<file path="config.mk">
export PLATFORM = sky130hd
export DESIGN_NAME = hill_cipher_mod37_block_top
export DESIGN_NICKNAME = d
export VERILOG_FILES = /design/src/design/hcm_pkg.sv /design/src/design/hcm_ram.sv /design/src/design/hcm_mac.sv /design/src/design/hill_cipher_mod37_block_top.sv
export VERILOG_INCLUDE_DIRS = /design/src /design/src/design
export SDC_FILE = /design/constraint.sdc
export NUM_CORES = 2
export LEC_CHECK = 0
export ABC_AREA = 1
export BUFFER_PORTS_ARGS = -buffer_cell sky130_fd_sc_hd__buf_2
export CAP_MARGIN = 15
export CORE_MARGIN = 8
export CORE_UTILIZATION = 35
export CTS_CLUSTER_DIAMETER = 40
export DETAILED_ROUTE_END_ITERATION = 8
export PLACE_DENSITY_LB_ADDON = 0.2
export SYNTH_ARGS = -nofsm -noshare
export SYNTH_HDL_FRONTEND = slang
export SYNTH_HIERARCHICAL = 1
export SYNTH_SLANG_ARGS = --single-unit
</file>
<file path="constraint.sdc">
create_clock -name i_clk -period 12.1 [get_ports i_clk]
set_clock_uncertainty 0.05 [all_clocks]
set_input_delay 0.605 -clock i_clk [delete_from_list [all_inputs] [get_ports i_clk]]
set_output_delay 0.605 -clock i_clk [all_outputs]
set_load 0.01 [all_outputs]
</file>
<file path="src/design/hill_cipher_mod37_block_top_defines.svh">
// assertion macros shared by the hill cipher block
`ifndef HILL_CIPHER_MOD37_BLOCK_TOP_DEFINES_SVH
`define HILL_CIPHER_MOD37_BLOCK_TOP_DEFINES_SVH

// same-cycle implication, held off while reset is low
`define HCM_ASSERT_NOW(label, clk, rst_n, ante, cons, msg) \
    label: assert property (@(posedge clk) disable iff (!(rst_n)) (ante) |-> (cons)) \
        else $error(msg);

// next-cycle implication, held off while reset is low
`define HCM_ASSERT_NEXT(label, clk, rst_n, ante, cons, msg) \
    label: assert property (@(posedge clk) disable iff (!(rst_n)) (ante) |=> (cons)) \
        else $error(msg);

`endif

</file>
<file path="src/design/hcm_pkg.sv">
`timescale 1ns / 1ps

package hcm_pkg;

    // largest block size and key order
    localparam int MAX_BLOCK = 16;

    localparam int MODULUS      = 37;
    localparam int SYM_W        = 6;
    localparam int SPACE_SYMBOL = 36;
    localparam int BS_W         = 5;

    localparam int SYM_AW = (MAX_BLOCK > 1) ? $clog2(MAX_BLOCK) : 1;
    localparam int KEY_DEPTH = MAX_BLOCK * MAX_BLOCK;
    localparam int KEY_AW = (KEY_DEPTH > 1) ? $clog2(KEY_DEPTH) : 1;
    localparam int CNT_W = $clog2(MAX_BLOCK + 1);

    // unreduced dot product: key entries up to 63, symbols up to 36
    localparam int KEY_MAX = (1 << SYM_W) - 1;
    localparam int PROD_W  = 2 * SYM_W;
    localparam int ACC_W   = $clog2(MAX_BLOCK * KEY_MAX * (MODULUS - 1) + 1);

    // reciprocal of the modulus, exact for any accumulator value
    localparam int RECIP_SH = ACC_W + 6;
    localparam int RECIP    = ((1 << RECIP_SH) + MODULUS - 1) / MODULUS;
    localparam int RECIP_W  = $clog2(RECIP + 1);
    localparam int MUL_W    = ACC_W + RECIP_W;

    localparam logic REQ_KEY  = 1'b0;
    localparam logic REQ_CHAR = 1'b1;

    localparam logic [7:0] CH_A     = "A";
    localparam logic [7:0] CH_Z     = "Z";
    localparam logic [7:0] CH_0     = "0";
    localparam logic [7:0] CH_9     = "9";
    localparam logic [7:0] CH_SPACE = " ";

    typedef struct packed {
        logic       req_type;
        logic [3:0] key_row;
        logic [3:0] key_col;
        logic [5:0] key_value;
        logic [7:0] char_code;
        logic       message_end;
    } t_in_beat;

    typedef struct packed {
        logic [7:0] cipher_char;
        logic       block_last;
    } t_out_beat;

    typedef struct packed {
        logic clr;  // drop the running sum and any residue
        logic en;   // add one key * symbol product
        logic red;  // start reducing the finished sum
    } t_mac_ctl;

    typedef struct packed {
        logic             valid;
        logic [SYM_W-1:0] residue;
    } t_mac_sts;

    function automatic logic [SYM_W-1:0] to_symbol(input logic [7:0] c);
        logic [SYM_W-1:0] s;
        if (c inside {[CH_A:CH_Z]}) begin
            s = SYM_W'(c - CH_A);
        end else if (c inside {[CH_0:CH_9]}) begin
            s = SYM_W'(c - CH_0) + SYM_W'(26);
        end else if (c == CH_SPACE) begin
            s = SYM_W'(SPACE_SYMBOL);
        end else begin
            s = '0;
        end
        return s;
    endfunction

    function automatic logic [7:0] to_char(input logic [SYM_W-1:0] s);
        logic [7:0] c;
        if (s < SYM_W'(26)) begin
            c = CH_A + 8'(s);
        end else if (s < SYM_W'(36)) begin
            c = CH_0 + 8'(s - SYM_W'(26));
        end else begin
            c = CH_SPACE;
        end
        return c;
    endfunction

    function automatic logic [KEY_AW-1:0] key_addr(input int unsigned row,
                                                   input int unsigned col);
        return KEY_AW'(row * MAX_BLOCK + col);
    endfunction

endpackage

</file>
<file path="src/design/hcm_ram.sv">
`timescale 1ns / 1ps

module hcm_ram #(
    parameter int WIDTH = 8,
    parameter int DEPTH = 16
) (
    input  logic                                      i_clk,
    input  logic                                      i_we,
    input  logic [(DEPTH > 1 ? $clog2(DEPTH) : 1)-1:0] i_waddr,
    input  logic [WIDTH-1:0]                          i_wdata,
    input  logic [(DEPTH > 1 ? $clog2(DEPTH) : 1)-1:0] i_raddr,
    output logic [WIDTH-1:0]                          o_rdata
);

    logic [WIDTH-1:0] r_mem [DEPTH];

    always_ff @(posedge i_clk) begin
        if (i_we) begin
            r_mem[i_waddr] <= i_wdata;
        end
        o_rdata <= r_mem[i_raddr];
    end

endmodule

</file>
<file path="src/design/hcm_mac.sv">
`timescale 1ns / 1ps

module hcm_mac (
    input  logic                         i_clk,
    input  logic                         i_rst_n,
    input  hcm_pkg::t_mac_ctl            i_ctl,
    input  logic [hcm_pkg::SYM_W-1:0]    i_key,
    input  logic [hcm_pkg::SYM_W-1:0]    i_sym,
    output hcm_pkg::t_mac_sts            o_sts
);
    import hcm_pkg::*;

    logic [ACC_W-1:0]          r_acc;
    logic [MUL_W-1:0]          r_prod;
    logic [SYM_W-1:0]          r_res;
    logic                      r_v1;
    logic                      r_done;
    logic [PROD_W-1:0]         w_mul;
    logic [MUL_W-RECIP_SH-1:0] w_quot;

    assign w_mul  = PROD_W'(i_key) * PROD_W'(i_sym);
    assign w_quot = r_prod[MUL_W-1:RECIP_SH];

    always_ff @(posedge i_clk) begin
        if (!i_rst_n) begin
            r_acc  <= '0;
            r_v1   <= 1'b0;
            r_done <= 1'b0;
        end else if (i_ctl.clr) begin
            r_acc  <= '0;
            r_v1   <= 1'b0;
            r_done <= 1'b0;
        end else begin
            if (i_ctl.en) begin
                r_acc <= r_acc + ACC_W'(w_mul);
            end
            r_v1   <= i_ctl.red;
            r_done <= r_done | r_v1;
        end
    end

    // sum mod 37 in two steps: quotient by reciprocal, then subtract
    always_ff @(posedge i_clk) begin
        if (i_ctl.red) begin
            r_prod <= MUL_W'(r_acc) * MUL_W'(RECIP);
        end
        if (r_v1) begin
            r_res <= SYM_W'(r_acc - ACC_W'(32'(w_quot) * MODULUS));
        end
    end

    assign o_sts.valid   = r_done;
    assign o_sts.residue = r_res;

endmodule

</file>
<file path="src/design/hill_cipher_mod37_block_top.sv">
`timescale 1ns / 1ps
// channel   | signals                              | direction
// ----------+--------------------------------------+-----------
// input     | i_in_valid, o_in_ready, i_in_beat    | in
// output    | o_out_valid, i_out_ready, o_out_beat | out
// config    | i_cfg_we, i_cfg_wdata                | in
//
// a padded block writes its spaces into the symbol memory in the pad state
// each cipher character is then computed from n reads of the key and
// symbol memories, one multiply-accumulate a cycle, a reduction and a load
// synchronous reset: block size 1, no symbols held; memories are not cleared
// the output register holds a beat while the next row is computed; input is
// taken again as soon as the last beat of a block is loaded
`include "hill_cipher_mod37_block_top_defines.svh"

module hill_cipher_mod37_block_top (
    input  logic                        i_clk,
    input  logic                        i_rst_n,
    input  logic                        i_in_valid,
    output logic                        o_in_ready,
    input  hcm_pkg::t_in_beat           i_in_beat,
    output logic                        o_out_valid,
    input  logic                        i_out_ready,
    output hcm_pkg::t_out_beat          o_out_beat,
    input  logic                        i_cfg_we,
    input  logic [hcm_pkg::BS_W-1:0]    i_cfg_wdata
);
    import hcm_pkg::*;

    typedef enum logic [2:0] {
        S_IDLE,
        S_PAD,
        S_MAC,
        S_RED,
        S_LOAD
    } t_state;

    t_state           r_state;
    logic [BS_W-1:0]  r_block_size;
    logic [CNT_W-1:0] r_fill;
    logic [SYM_AW-1:0] r_row;
    logic [CNT_W-1:0] r_col;
    logic             r_issue_v;
    logic             r_issue_last;
    logic             r_out_valid;
    t_out_beat        r_out_beat;

    logic [CNT_W-1:0] w_n;
    logic             w_in_acc;
    logic             w_char;
    logic [CNT_W-1:0] w_fill_eff;
    logic [CNT_W-1:0] w_fill_nxt;
    logic             w_key_we;
    logic             w_sym_we;
    logic [SYM_AW-1:0] w_sym_waddr;
    logic [SYM_W-1:0] w_sym_wdata;
    logic             w_issue;
    logic             w_load;
    logic             w_last_row;
    logic [SYM_W-1:0] w_key_rdata;
    logic [SYM_W-1:0] w_sym_rdata;
    t_mac_ctl         w_ctl;
    t_mac_sts         w_sts;

    // effective block size: zero acts as one, large values clamp
    always_comb begin
        if (r_block_size == '0) begin
            w_n = CNT_W'(1);
        end else if (32'(r_block_size) > MAX_BLOCK) begin
            w_n = CNT_W'(MAX_BLOCK);
        end else begin
            w_n = CNT_W'(r_block_size);
        end
    end

    assign o_in_ready = (r_state == S_IDLE);
    assign w_in_acc   = i_in_valid && o_in_ready;
    assign w_char     = w_in_acc && (i_in_beat.req_type == REQ_CHAR);
    assign w_fill_eff = (r_fill >= w_n) ? '0 : r_fill;
    assign w_fill_nxt = w_fill_eff + CNT_W'(1);

    // key writes outside the matrix are dropped
    assign w_key_we = w_in_acc && (i_in_beat.req_type == REQ_KEY)
                   && (32'(i_in_beat.key_row) < MAX_BLOCK)
                   && (32'(i_in_beat.key_col) < MAX_BLOCK);

    // symbol memory: mapped character on accept, spaces while padding
    assign w_sym_we    = w_char || (r_state == S_PAD);
    assign w_sym_waddr = (r_state == S_PAD) ? r_fill[SYM_AW-1:0] : w_fill_eff[SYM_AW-1:0];
    assign w_sym_wdata = (r_state == S_PAD) ? SYM_W'(SPACE_SYMBOL)
                                            : to_symbol(i_in_beat.char_code);

    // one read of row r_row, column r_col per cycle
    assign w_issue    = (r_state == S_MAC) && (r_col < w_n);
    assign w_last_row = (32'(r_row) + 1 == 32'(w_n));
    assign w_load     = (r_state == S_LOAD) && w_sts.valid
                     && (!r_out_valid || i_out_ready);

    assign w_ctl.clr = (r_state == S_IDLE) || (r_state == S_PAD) || w_load;
    assign w_ctl.en  = r_issue_v;
    assign w_ctl.red = (r_state == S_RED);

    hcm_ram #(
        .WIDTH (SYM_W),
        .DEPTH (KEY_DEPTH)
    ) u_key_ram (
        .i_clk   (i_clk),
        .i_we    (w_key_we),
        .i_waddr (key_addr(32'(i_in_beat.key_row), 32'(i_in_beat.key_col))),
        .i_wdata (i_in_beat.key_value),
        .i_raddr (key_addr(32'(r_row), 32'(r_col[SYM_AW-1:0]))),
        .o_rdata (w_key_rdata)
    );

    // writes land in an earlier cycle than any read of the same block,
    // so the state machine alone keeps read and write apart
    hcm_ram #(
        .WIDTH (SYM_W),
        .DEPTH (MAX_BLOCK)
    ) u_sym_ram (
        .i_clk   (i_clk),
        .i_we    (w_sym_we),
        .i_waddr (w_sym_waddr),
        .i_wdata (w_sym_wdata),
        .i_raddr (r_col[SYM_AW-1:0]),
        .o_rdata (w_sym_rdata)
    );

    hcm_mac u_mac (
        .i_clk   (i_clk),
        .i_rst_n (i_rst_n),
        .i_ctl   (w_ctl),
        .i_key   (w_key_rdata),
        .i_sym   (w_sym_rdata),
        .o_sts   (w_sts)
    );

    always_ff @(posedge i_clk) begin
        if (!i_rst_n) begin
            r_state      <= S_IDLE;
            r_block_size <= BS_W'(1);
            r_fill       <= '0;
            r_row        <= '0;
            r_col        <= '0;
            r_issue_v    <= 1'b0;
            r_issue_last <= 1'b0;
            r_out_valid  <= 1'b0;
        end else begin
            // output register: a new beat may replace one being taken
            if (w_load) begin
                r_out_valid            <= 1'b1;
                r_out_beat.cipher_char <= to_char(w_sts.residue);
                r_out_beat.block_last  <= w_last_row;
            end else if (i_out_ready) begin
                r_out_valid <= 1'b0;
            end

            // read data is registered, so it shows up in the cycle after the address
            r_issue_v    <= w_issue;
            r_issue_last <= ((r_col + CNT_W'(1)) == w_n);
            if (w_issue) begin
                r_col <= r_col + CNT_W'(1);
            end

            case (r_state)
                S_IDLE: begin
                    if (i_cfg_we) begin
                        r_block_size <= i_cfg_wdata;
                        r_fill       <= '0;
                    end
                    if (w_char) begin
                        if (w_fill_nxt >= w_n) begin
                            r_state <= S_MAC;
                            r_row   <= '0;
                            r_col   <= '0;
                        end else if (i_in_beat.message_end) begin
                            r_fill  <= w_fill_nxt;
                            r_state <= S_PAD;
                        end else begin
                            r_fill <= w_fill_nxt;
                        end
                    end
                end
                S_PAD: begin
                    r_fill <= r_fill + CNT_W'(1);
                    if ((r_fill + CNT_W'(1)) >= w_n) begin
                        r_state <= S_MAC;
                        r_row   <= '0;
                        r_col   <= '0;
                    end
                end
                S_MAC: begin
                    // last product is added at this edge
                    if (r_issue_v && r_issue_last) begin
                        r_state <= S_RED;
                    end
                end
                S_RED: begin
                    r_state <= S_LOAD;
                end
                S_LOAD: begin
                    if (w_load) begin
                        if (w_last_row) begin
                            r_state <= S_IDLE;
                            r_fill  <= '0;
                        end else begin
                            r_row   <= r_row + SYM_AW'(1);
                            r_col   <= '0;
                            r_state <= S_MAC;
                        end
                    end
                end
                default: begin
                    r_state <= S_IDLE;
                end
            endcase
        end
    end

    assign o_out_valid = r_out_valid;
    assign o_out_beat  = r_out_beat;

    // a partial block never reaches the block size while waiting for input
    `HCM_ASSERT_NOW(a_fill_below_n, i_clk, i_rst_n, (r_state == S_IDLE), (r_fill < w_n), "fill count reached block size while idle")
    // finishing the last row returns to accepting input
    `HCM_ASSERT_NEXT(a_last_to_idle, i_clk, i_rst_n, (w_load && w_last_row), (r_state == S_IDLE), "last beat of block did not end emission")
    // memory read data is only summed while a row is being computed
    `HCM_ASSERT_NOW(a_issue_in_mac, i_clk, i_rst_n, r_issue_v, (r_state == S_MAC), "read data valid outside row computation")
    // a finished residue only waits in the load state
    `HCM_ASSERT_NOW(a_residue_in_load, i_clk, i_rst_n, w_sts.valid, (r_state == S_LOAD), "residue ready outside load state")

endmodule
</file>
==> key figures <==
Status
  • Outcome: completed

Floorplanning
  • Core area: 221000 um2
  • Die width: 487 um
  • Initial Util: 35.1%
  • Top Ports: 45
  • Row count: 173
  • DIE AREA: 237000 um2
  • Chip Height: 487 um

Routing
  • Routed WL per cell: 21.6 um
  • Antenna-violating nets left: 0
  • Detailed Route WL: 224000 um
  • Remaining DRCs: 0
  • Vias: 53200
  • Iter 0 DRT Violations: 4902
  • Drt via density: 5.12
  • Number of iterations in the first detailed-routing pass: 5

Flow run
  • Number of max-cap violations: 0

Placement
  • Cell count after placement: 9872
  • DP HPWL: 130000 um
  • Routability congestion estimate: 0.842
  • I/O Buffers: 44

Timing
  • Final hold vios: 0
  • Slew Viols, Final: 0
  • Total Neg Setup Slack: 0 ps
  • Worst-Margin Slew: 1270 ps
  • Period minus WS final: 5340 ps
  • Final setup violation count: 0
  • Max Fclk: 0.187 GHz
  • RSZ-0062 raised after global routing: false
  • Final Cycle Share: 44.2%
  • Relative slew margins: 15.5%

Clock tree
  • Num CTS Buffers: 294
  • CTS sink cnt: 1708
  • Post_cts resized: 0
  • Setup repair bufs after CTS: 0
  • Worst-path clk slew: 60 ps
  • Max clock buf depth: 4
  • Clock Latency Late Sink: 900 ps
  • Htree depth: 5
  • CTS tree: done
  • Root Buffer: clkbuf_16

Yosys
  • Number of flops mapped to enable cells by yosys: 1653
  • Synth area leader: edfxtp_1
  • Cell Area, Synth: 77700 um2
  • Post-synth top cells: nand2_1 (2081), edfxtp_1 (1653), nand3_1 (1613)
  • Synth top area cells: edfxtp_1 (64%), nand3_1 (10%), nand2_1 (10%)
  • Syn nets: 7470
  • Yosys reg bits: 1708
  • Top FF cell, synth: edfxtp_1
  • Fraction of registers with async set/reset: 0%
  • Netlist cell types: 57
  • Most frequent cell after synthesis: nand2_1
  • Top cell type's share of synthesized area: 63.8%
  • Mapped Cells: 7174
  • Synthesis Warnings: 6
  • Syn Area/Cell: 10.8 um2
  • Sequential share of the synthesized area: 65.3%

Global routing
  • Total congestion overflow: 0
  • Vias in the first global route: 52000
  • Antenna violations before repair: 8
  • Pin count of the biggest net entering global routing: 183
  • First-pass GRT wire length: 336000 um
  • GRT Total Usage: 18.3%

Setup path
  • CP required: 12870 ps
  • Critical path data arrival time: 6120 ps
  • Reg2reg path depth: 14
  • Reg2reg setup slack: 6760 ps
  • Critical Path Start: r_col[0]
  • Cells along the critical path: buf_4 > buf_4 > buf_4 > buf_4 > nand2_1 > nand3_1 > nand3_1 > nand3_1 > nand3_1 > nand2_1 > nand2_1 > nand3_1 > nand3_1 > nand2_1
  • Crit start category: register
  • Crit path buffers/inverters: 4
  • Reg-to-Reg End: u_key_ram/o_rdata[1]
  • Worst Setup End Kind: register
  • Critical-path maximum fanout: 85
  • Crit-path slowest cell: buf_4
  • Setup CP Type: reg -> reg
  • CP max stage delay: 860 ps
  • CP most frequent cell: nand3_1
  • Cell family with most CP delay: buffers and inverters
  • FF-to-FF Start: r_col[0]
  • Stages on the worst setup path: 14

Layout
  • Number of nets in the layout: 7495
  • Area delta synth->final: 15.6%
  • Non-filler cells, final: 10400
  • Share of post-route cells with drive strength above 1: 8.74%

Hold path
  • Hold Path Depth: 2
  • HP Start: i_rst_n
  • WHS Endpoint: r_block_size[0]
  • Hold Path Class: in -> reg

Power
  • Peak supply drop: 0.000177 V
  • Power per cell area: 228 nW/um2
  • Pleak: 33.7 nW
  • Total Power: 20.5 mW
==> metrics by stage <==
stage                     instance area (um2)  setup WS [ps]  hold slack [ps]  utilization [%]
after floorplan                         77700           7550              400                -
after global placement                  80300           6850              441             36.3
after detailed placement                80300           6850              447             36.3
after CTS                               89900           6840             6.40             40.6
after global routing                    89900           6430             44.3             40.6
final                                   89900           6760             77.2             40.6
==> placed cells by master (no fill, tap or decap), drive strengths merged, types with 3 or more instances in the layout <==
cell type and n:
a21oi 72, and2 3, buf 118, bufinv 26, clkbuf 329, clkinv 96
clkinvlp 29, dfxtp 55, diode 4, dlygate4sd3 6, edfxtp 1653, fa 110
ha 152, inv 518, nand2 2089, nand3 1617, nand3b 3, nand4 15
nor2 399, nor3 11, o211ai 4, o21ai 45, o21bai 8, xnor2 11
xor2 28
==> worst max path at each step <==
stage / endpoint
2_1_floorplan: u_mac/r_prod[27]
3_3_place_gp: u_key_ram/o_rdata[1]
3_5_place_dp: u_key_ram/o_rdata[1]
4_1_cts: u_key_ram/o_rdata[1]
5_1_grt: u_key_ram/o_rdata[1]
6_report: u_key_ram/o_rdata[1]
==> area by class of cell <==
type | count | area [um2]
Fill cell | 21200 | 132000
Sequential cell | 1708 | 50800
Multi-Input combinational cell | 4585 | 23000
Clock buffer | 329 | 7620
Tap cell | 2975 | 3720
Clock inverter | 183 | 1890
Inverter | 486 | 1850
Timing Repair Buffer | 124 | 991
Antenna cell | 4 | 10.0
==> power breakdown <==
| part | switching, mW | total (mW) | internal [mW] |
|---|---|---|---|
| Clock | 2.91 | 8.02 | 5.11 |
| Combinational | 4.09 | 5.70 | 1.61 |
| Sequential | 0.190 | 6.76 | 6.57 |
==> flip-flops by register name, summed over array words and instances, names as in the netlist, 3 cells and up <==
name / count
u_key_ram/o_rdata: 6
u_mac/r_res: 6
o_out_beat: 9
u_sym_ram/o_rdata: 6
r_col: 5
u_sym_ram/r_mem: 96
u_mac/r_acc: 16
r_state: 3
r_row: 4
r_fill: 5
u_mac/r_prod: 6
r_block_size: 5
u_key_ram/r_mem: 1536
==> routing by layer <==
| metal | share of wire [%] | vias to the layer above | track usage [%] | wire length, um |
|---|---|---|---|---|
| li1 | - | 24700 | - | - |
| met1 | 44 | 26300 | 25.4 | 99400 |
| met2 | 46 | 1780 | 29.6 | 104000 |
| met3 | 6.1 | 429 | 2.95 | 13700 |
| met4 | 3.0 | 0 | 5.69 | 6790 |
| met5 | 0 | - | 0 | 0 |
==> cell families after synthesis <==
group                    after synthesis  synth area share [%]
AO/OA/AOI/OAI                        144                  1.04
XOR/XNOR                              39                 0.449
adder cells (fa/ha/maj)              262                  5.28
buffers and inverters                881                  5.12
flip-flops                          1708                  65.3
other                                  1               0.00482
AND/OR/NAND/NOR                     4139                  22.8
==> repair_timing <==
action                                  4_1_cts  5_1_grt
hold endpoints to repair                      6        0
hold buffers                                  6        0
endpoints found under the setup margin        0        0
No activity file was read; power rests on OpenSTA's default activity.
